File: src/hw/rtl/tthd_pkg.sv
package tthd_pkg;

  localparam int FRAC_BITS  = 16;
  localparam int MAX_POINTS = 64;
  localparam int NUM_COEFFS = 19;
  localparam int NUM_NODES  = 8;
  localparam int CNT_W      = $clog2(MAX_POINTS + 1);
  localparam int ONE_I      = 1 << FRAC_BITS;
  localparam int ACC_W      = 52;
  localparam int MUL_W      = 33;
  localparam int PROD_W     = 64;
  localparam int L_W        = FRAC_BITS;
  localparam int H_W        = FRAC_BITS + 1;
  localparam int STEP_W     = 6;
  localparam int NODE_W     = 3;
  localparam int CIDX_W     = 5;
  localparam int CFG_ADDR_W = 3;
  localparam int CFG_DATA_W = 32;

  // Configuration register indexes
  typedef enum logic [CFG_ADDR_W-1:0] {
    CFG_ORIGIN_X = 3'd0,
    CFG_ORIGIN_Y = 3'd1,
    CFG_ORIGIN_Z = 3'd2,
    CFG_INV_X    = 3'd3,
    CFG_INV_Y    = 3'd4,
    CFG_INV_Z    = 3'd5
  } cfg_reg_t;

  // Request actions
  localparam logic ACT_LOAD    = 1'b0;
  localparam logic ACT_DEPOSIT = 1'b1;

  // Coefficient slots
  localparam int CF_F0  = 0;
  localparam int CF_F1  = 1;
  localparam int CF_F2  = 2;
  localparam int CF_F3  = 3;
  localparam int CF_V0X = 4;
  localparam int CF_V0Y = 5;
  localparam int CF_V0Z = 6;
  localparam int CF_J00 = 7;
  localparam int CF_X   = 16;
  localparam int CF_Y   = 17;
  localparam int CF_W   = 18;

  typedef logic [STEP_W-1:0] step_t;

  // Multiply sequence, one product per step
  localparam step_t ST_LX  = 6'd0;
  localparam step_t ST_LY  = 6'd1;
  localparam step_t ST_LZ  = 6'd2;
  localparam step_t ST_C0  = 6'd3;
  localparam step_t ST_C1  = 6'd4;
  localparam step_t ST_C2  = 6'd5;
  localparam step_t ST_C3  = 6'd6;
  localparam step_t ST_R00 = 6'd7;
  localparam step_t ST_R01 = 6'd8;
  localparam step_t ST_R02 = 6'd9;
  localparam step_t ST_R10 = 6'd10;
  localparam step_t ST_R11 = 6'd11;
  localparam step_t ST_R12 = 6'd12;
  localparam step_t ST_R20 = 6'd13;
  localparam step_t ST_R21 = 6'd14;
  localparam step_t ST_R22 = 6'd15;
  localparam step_t ST_V0  = 6'd16;
  localparam step_t ST_V1  = 6'd17;
  localparam step_t ST_V2  = 6'd18;
  localparam step_t ST_V3  = 6'd19;
  localparam step_t ST_H0  = 6'd20;
  localparam step_t ST_Q   = 6'd21;
  localparam step_t ST_H1  = 6'd22;
  localparam step_t ST_H2  = 6'd23;
  localparam step_t ST_H3  = 6'd24;
  localparam step_t ST_H4  = 6'd25;
  localparam step_t ST_H5  = 6'd26;
  localparam step_t ST_H6  = 6'd27;
  localparam step_t ST_H7  = 6'd28;
  localparam step_t ST_D0  = 6'd29;
  localparam step_t ST_D1  = 6'd30;
  localparam step_t ST_D2  = 6'd31;
  localparam step_t ST_D3  = 6'd32;
  localparam step_t ST_D4  = 6'd33;
  localparam step_t ST_D5  = 6'd34;
  localparam step_t ST_D6  = 6'd35;
  localparam step_t ST_D7  = 6'd36;
  localparam step_t ST_END = 6'd37;
  // Each Hn, for n from 1 to 7, sits n steps after this base
  localparam step_t ST_HBASE = 6'd21;

  typedef struct packed {
    logic                    action;
    logic [CIDX_W-1:0]       coeff_index;
    logic signed [31:0]      coeff_value;
    logic signed [31:0]      point_z;
    logic                    last_point;
  } in_req_t;

  typedef struct packed {
    logic [NODE_W-1:0]       node_index;
    logic signed [63:0]      node_sum;
    logic                    overflow;
    logic                    last_node;
  } out_res_t;

  typedef struct packed {
    logic              load;
    logic              capture;
    logic              step_en;
    step_t             step;
    logic              emit;
    logic [NODE_W-1:0] node;
    logic              ovf;
  } ctl_cmd_t;

  // Clamp to the signed 32-bit range
  function automatic logic signed [31:0] sat32(input logic signed [ACC_W-1:0] v);
    logic signed [ACC_W-1:0] hi;
    logic signed [ACC_W-1:0] lo;
    hi = ACC_W'(32'sh7FFF_FFFF);
    lo = ACC_W'(-32'sh7FFF_FFFF) - ACC_W'(1);
    if (v > hi) begin
      sat32 = 32'sh7FFF_FFFF;
    end else if (v < lo) begin
      sat32 = 32'sh8000_0000;
    end else begin
      sat32 = 32'(v);
    end
  endfunction

  // Saturating 64-bit add
  function automatic logic signed [63:0] sat_add64(input logic signed [63:0] a,
                                                   input logic signed [63:0] b);
    logic signed [64:0] s;
    s = 65'(a) + 65'(b);
    if (s[64] != s[63]) begin
      sat_add64 = s[64] ? 64'sh8000_0000_0000_0000 : 64'sh7FFF_FFFF_FFFF_FFFF;
    end else begin
      sat_add64 = 64'(s);
    end
  endfunction

endpackage

File: src/hw/rtl/tthd_ctrl.sv
module tthd_ctrl (
  input  logic              clk,
  input  logic              rst_n,
  input  logic              in_valid,
  input  logic              in_action,
  input  logic              in_last,
  output logic              in_ready,
  output logic              out_valid,
  input  logic              out_ready,
  output tthd_pkg::ctl_cmd_t cmd
);

  typedef enum logic [2:0] {
    S_IDLE = 3'b001,
    S_CALC = 3'b010,
    S_EMIT = 3'b100
  } state_t;

  state_t                          state_r, state_nxt;
  tthd_pkg::step_t                 step_r, step_nxt;
  logic [tthd_pkg::CNT_W-1:0]      cnt_r, cnt_nxt;
  logic                            ovf_r, ovf_nxt;
  logic                            last_r, last_nxt;
  logic [tthd_pkg::NODE_W-1:0]     node_r, node_nxt;
  logic                            out_valid_r, out_valid_nxt;
  logic                            in_acc;

  assign in_ready  = (state_r == S_IDLE);
  assign out_valid = out_valid_r;
  assign in_acc    = in_valid && in_ready;

  // Sequence loads, sample steps and the node flush
  always_comb begin
    state_nxt     = state_r;
    step_nxt      = step_r;
    cnt_nxt       = cnt_r;
    ovf_nxt       = ovf_r;
    last_nxt      = last_r;
    node_nxt      = node_r;
    out_valid_nxt = out_valid_r;
    cmd           = '0;
    cmd.step      = step_r;
    cmd.node      = node_r;
    cmd.ovf       = ovf_r;

    if (out_valid_r && out_ready) begin
      out_valid_nxt = 1'b0;
    end

    case (state_r)
      S_IDLE: begin
        if (in_acc) begin
          if (in_action == tthd_pkg::ACT_LOAD) begin
            cmd.load = 1'b1;
          end else begin
            cmd.capture = 1'b1;
            last_nxt    = in_last;
            node_nxt    = '0;
            if (cnt_r >= tthd_pkg::CNT_W'(tthd_pkg::MAX_POINTS)) begin
              // Over the limit: flag and skip accumulation
              ovf_nxt = 1'b1;
              if (in_last) begin
                state_nxt = S_EMIT;
              end
            end else begin
              cnt_nxt   = cnt_r + tthd_pkg::CNT_W'(1);
              step_nxt  = '0;
              state_nxt = S_CALC;
            end
          end
        end
      end
      S_CALC: begin
        if (step_r == tthd_pkg::ST_END) begin
          // Last product written back this cycle
          state_nxt = last_r ? S_EMIT : S_IDLE;
        end else begin
          cmd.step_en = 1'b1;
          step_nxt    = step_r + tthd_pkg::STEP_W'(1);
        end
      end
      S_EMIT: begin
        if (!out_valid_r || out_ready) begin
          cmd.emit      = 1'b1;
          out_valid_nxt = 1'b1;
          if (node_r == tthd_pkg::NODE_W'(tthd_pkg::NUM_NODES - 1)) begin
            state_nxt = S_IDLE;
            cnt_nxt   = '0;
            ovf_nxt   = 1'b0;
          end else begin
            node_nxt = node_r + tthd_pkg::NODE_W'(1);
          end
        end
      end
      default: begin
        state_nxt = S_IDLE;
      end
    endcase
  end

  always_ff @(posedge clk) begin
    if (!rst_n) begin
      state_r     <= S_IDLE;
      step_r      <= '0;
      cnt_r       <= '0;
      ovf_r       <= 1'b0;
      last_r      <= 1'b0;
      node_r      <= '0;
      out_valid_r <= 1'b0;
    end else begin
      state_r     <= state_nxt;
      step_r      <= step_nxt;
      cnt_r       <= cnt_nxt;
      ovf_r       <= ovf_nxt;
      last_r      <= last_nxt;
      node_r      <= node_nxt;
      out_valid_r <= out_valid_nxt;
    end
  end

endmodule

File: config.mk
export PLATFORM = sky130hd
export DESIGN_NAME = tthd_ctrl
export DESIGN_NICKNAME = d
export VERILOG_FILES = /design/src/hw/rtl/tthd_pkg.sv /design/src/hw/rtl/tthd_ctrl.sv
export SDC_FILE = /design/constraint.sdc
export NUM_CORES = 1
export LEC_CHECK = 0
export CAP_MARGIN = 20
export CORE_MARGIN = 1
export CORE_UTILIZATION = 55
export CTS_CLUSTER_DIAMETER = 30
export CTS_CLUSTER_SIZE = 12
export DETAILED_ROUTE_END_ITERATION = 10
export DONT_BUFFER_PORTS = 1
export MAX_ROUTING_LAYER = met4
export PLACE_DENSITY = 0.8
export SLEW_MARGIN = 20
export SYNTH_ARGS = -nofsm -noshare
export SYNTH_HDL_FRONTEND = slang
export SYNTH_SLANG_ARGS = --single-unit
File: constraint.sdc
create_clock -name clk -period 4 [get_ports clk]
set_input_delay 0.8 -clock clk [delete_from_list [all_inputs] [get_ports clk]]
set_output_delay 0.8 -clock clk [all_outputs]
set_load 0.01 [all_outputs]
* Word-level counts from Yosys, hierarchy flattened
Cells that the tools add are included.
** Cells by class
- Muxes and demuxes :: 42
- Reductions and logical operators :: 12
- Eq/ne operators :: 15
- Add/subtract/negate cells :: 3
- Magnitude comparators :: 1
** Operators with widths (count)
- 3-bit two-way mux :: 12
- 7-bit two-way mux :: 5
- 6-bit two-way mux :: 4
- 6-bit AND reduction :: 3
- 1-bit two-way mux :: 14
- 2-bit inequality test (second input constant) :: 7
- 7-bit one-hot mux with 2 select lines :: 1
- 6-bit one-hot mux with 2 select lines :: 1
- 5-bit AND reduction :: 2
- 3-bit one-hot mux with 3 select lines :: 1
- 7-bit by 1-bit adder with 7-bit output (second input constant) :: 1
- 7-bit >= comparator (second input constant) :: 1
- 6-bit by 1-bit adder with 6-bit output (second input constant) :: 1
- 3-bit == test (second input constant) :: 2
- 6-bit == test (second input constant) :: 1
- 3-bit one-hot mux with 2 select lines :: 1
- 2-bit two-way mux :: 2
- 2-bit by 1-bit inequality test with 1-bit output (second input constant) :: 2
- 2-bit nonzero test :: 2
- 3-bit by 1-bit adder with 3-bit output (second input constant) :: 1
- 3-bit by 1-bit == test with 1-bit output (second input constant) :: 1
- 3-bit by 2-bit == test with 1-bit output (second input constant) :: 1
- 3-bit inequality test (second input constant) :: 1
- 3-bit AND reduction :: 1
- other kinds (4) :: 5
** Storage, ports and cells
- Output and inout port bits :: 16
- Input bits :: 6
- Register bits :: 22
- Word-level logic and storage cells :: 80

* Depth between registers and ports, before layout
- Depth after elaboration :: 5
- Depth in mapped cells :: 7
- Mapped depth without buffers :: 6

* Worst setup path before layout
OpenSTA, ideal clock, no wires.
- Kind :: reg2out
- Start point :: register state_r[1]
- End point :: output port cmd[11] in the netlist's numbering
- Required time :: 3.200 ns
- Path slack :: 1.862 ns
- Cell stages (with the launch flop) :: 4
- Path buffers :: 1
- Arrival :: 1.338 ns
- Cell sequence :: dfxtp_1 or3b_2 clkbuf_1 a31oi_1
** RTL lines
- from (decl) :: line tthd_ctrl.sv:19 : state_t state_r, state_nxt;
- from (signal assigned) :: line tthd_ctrl.sv:111 : state_r <= state_nxt;
- to (decl) :: line tthd_ctrl.sv:10 : output tthd_pkg::ctl_cmd_t cmd

==> impl_metrics.yaml <==
run_status:
  status: "complete, no violations"
logic_synthesis:
  yosys-top-cells-count: "dfxtp_1, nand2_1, a21oi_1, inv_1, o21ai_0"
  ys_types: 40
  ys_ff_latch: 22
  synth.area.top_cells: "dfxtp_1, ha_1, mux2i_1"
  avgSynthCellArea_sq_um: 8.57
  syn_inst: 140
  synth_top_area_share_pct: 36.7
  synth_edf_count: 0
  synth_fp_nets: 152
  syn-cell-area_sq_um: 1200
  synth_seq_area_share_pct: 36.7
  synth_most_common_cell: "dfxtp_1"
  postSynth.asyncResetShare_pct: 0
  yosysWarnings: 0
  yosys.area.top_type: "dfxtp_1"
  synth_ff_type: "dfxtp_1"
clocking:
  htreeDepth: 1
  clk_latency_ns: 0.31
  cts-root-buf: "clkbuf_4"
  cts_buffers: 3
  clk_pin_slew_ns: 0.13
  post_cts.repair.setup_buffers: 0
  cts_resized: 0
  clock-sinks: 22
  tritoncts: "built"
  hold_buffers: 0
  clk_path_buf_depth: 2
detailed_routing:
  wl_per_cell_um: 14.2
  postRouteAntennaNets: 0
  wl_mm: 2.37
  vias: 1028
  vias_per_cell: 6.16
  drtPass1Iterations: 4
  first_iter_violations: 9
  drc: 0
final_layout:
  fillers: 172
  final_layout_size_suffix_gt1_share_pct: 6.43
  n_antenna_cell: 0
  fin_util_pct: 62.4
  area_growth_pct: 4.17
  final_nets: 153
sta:
  fin_crit_sh_pct: 64.4
  finalMaxSlewViolations: 0
  setup_viol: 0
  tightest_slew_ns: 0.668
  fin_tns_setup_ns: 0
  rsz0062_at_grt: "false"
  finalWorstPathRequiredPeriod_ns: 2.58
  finClkSkew_ns: 0.00866
  setup_ws_ns: 1.42
  fmax_mhz: 388
  max_slew_margin_pct: 55.3
  final_hold_viol_count: 0
run:
  max-cap-violations: 0
place:
  gp_congestion: 0.839
  port_buffers: 0
  place_ws_ns: 1.78
  dp_hpwl_mm: 1.81
power_and_ir_drop:
  power_frac_seq_pct: 54.3
  p_int_mw: 0.311
  p_per_area_nw_per_um2: 351
  peakVddDrop_v: 0.000235
  p_clk_share_pct: 28.2
  p_leak_nw: 0.480
  power_frac_comb_pct: 17.5
  p_switching_mw: 0.128
  swShare_pct: 29.2
worst_setup_path:
  crit_type: "register to output port"
  crit_path_cell_trace: "or3b_2, a31oi_1"
  cp_slowest_stage_delay_ns: 0.57
  cp_slowest_cell: "or3b_2"
  critPathBufInv: 0
  cp-end-kind: "output port"
  cp_max_fo: 9
  cp-start-kind: "register"
  arrival_ns: 1.78
  path_delay_family: "simple AND/OR/NAND/NOR gates"
  cp_data_required_time_ns: 3.20
grt:
  grt_first_pass_wirelength_mm: 4.26
  grt_pass1_vias: 966
  antenna_found_initial: 0
  grt_remaining_overflow: 0
  grt_max_degree: 15
  track_usage_pct: 23.1
floorplanning:
  io_pins: 22
  die_y_um: 48.7
  start_util_pct: 59.9
  dieArea_sq_um: 2370
  row_count: 16
  fp.dieW_um: 48.7
  coreArea_sq_um: 2000
min_path:
  hold_class: "register to register"
cell families after synthesis:
logic type                 synth area share [%]
AOI/OAI and AO/OA                          21.9
adders and majority gates                  6.26
buffers and inverters                      5.11
muxes                                      5.01
DFF                                        36.7
and+or+nand+nor                            25.0
sequential cells by signal, indices dropped and copies added, names as in the netlist:
name,count
cnt_r,7
last_r,1
node_r,3
out_valid,1
ovf_r,1
state_r,3
step_r,6
metal layers:
layer | track usage [%] | vias up | routed length (um)
li1 | - | 513 | -
met1 | 31.5 | 492 | 1200
met2 | 35.4 | 19 | 1080
met3 | 3.77 | 4 | 75
met4 | 5.88 | 0 | 21
met5 | - | - | 0
power groups by stage:
stage / sequential, mW / clock (mW) / combinational (mW)
5_1_grt: 0.240 / 0.136 / 0.0848
6_report: 0.238 / 0.124 / 0.0767
2_1_floorplan: 0.240 / 0 / 0.0673
3_3_place_gp: 0.241 / 0 / 0.0738
3_5_place_dp: 0.243 / 0 / 0.0761
4_1_cts: 0.238 / 0.127 / 0.0764
final cells by class:
class / count / area, sq um / share of cell area [%]
sequential: 22 / 440 / 35.2
clock buffer: 4 / 36.3 / 2.90
multi-input combinational: 103 / 698 / 55.9
tap: 27 / 33.8 / 2.70
inverter: 11 / 41.3 / 3.30
through the flow:
step | cells | hold slack [ns] | cell area [sq um] | power, mW
final | 167 | 0.485 | 1250 | 0.439
after global placement | 163 | 0.456 | 1210 | 0.315
after global routing | 167 | 0.504 | 1250 | 0.461
after detailed placement | 163 | 0.468 | 1210 | 0.319
after CTS | 167 | 0.486 | 1250 | 0.442
after floorplan | 140 | 0.438 | 1200 | 0.307
final timing paths:
path                   start  endpoint  slack [ns]  cells after the start
hold reg to reg     cnt_r[5]  cnt_r[5]        0.49                      2
setup / recovery  state_r[1]   cmd[11]        1.42                      2
setup reg to reg  state_r[2]  cnt_r[3]        1.98                      4
hold / removal      cnt_r[5]  cnt_r[5]        0.49                      2
worst reg2reg max path: stages (launching register included):
cell       delay [ns]
dfxtp_1          0.42
nor3b_1          0.58
nand3_1          0.38
a2111oi_4        0.38
mux2i_1          0.21
cell usage in the layout, fill, tap and decap left out, drive strengths merged, types with 2 or more instances in the layout:
master and count:
nor3b 4, a21oi 10, nor3 4, dfxtp 22, nand2b 5, nor2b 3, clkbuf 4, nor2 3
nand2 14, and3 5, or3b 3, or3 2, a31oi 3, inv 10, ha 6, a2111oi 2
mux2i 6, a211oi 2, o21ai 9, nand3 8, a41oi 2
Note: power is estimated with default switching activity, not from simulation.
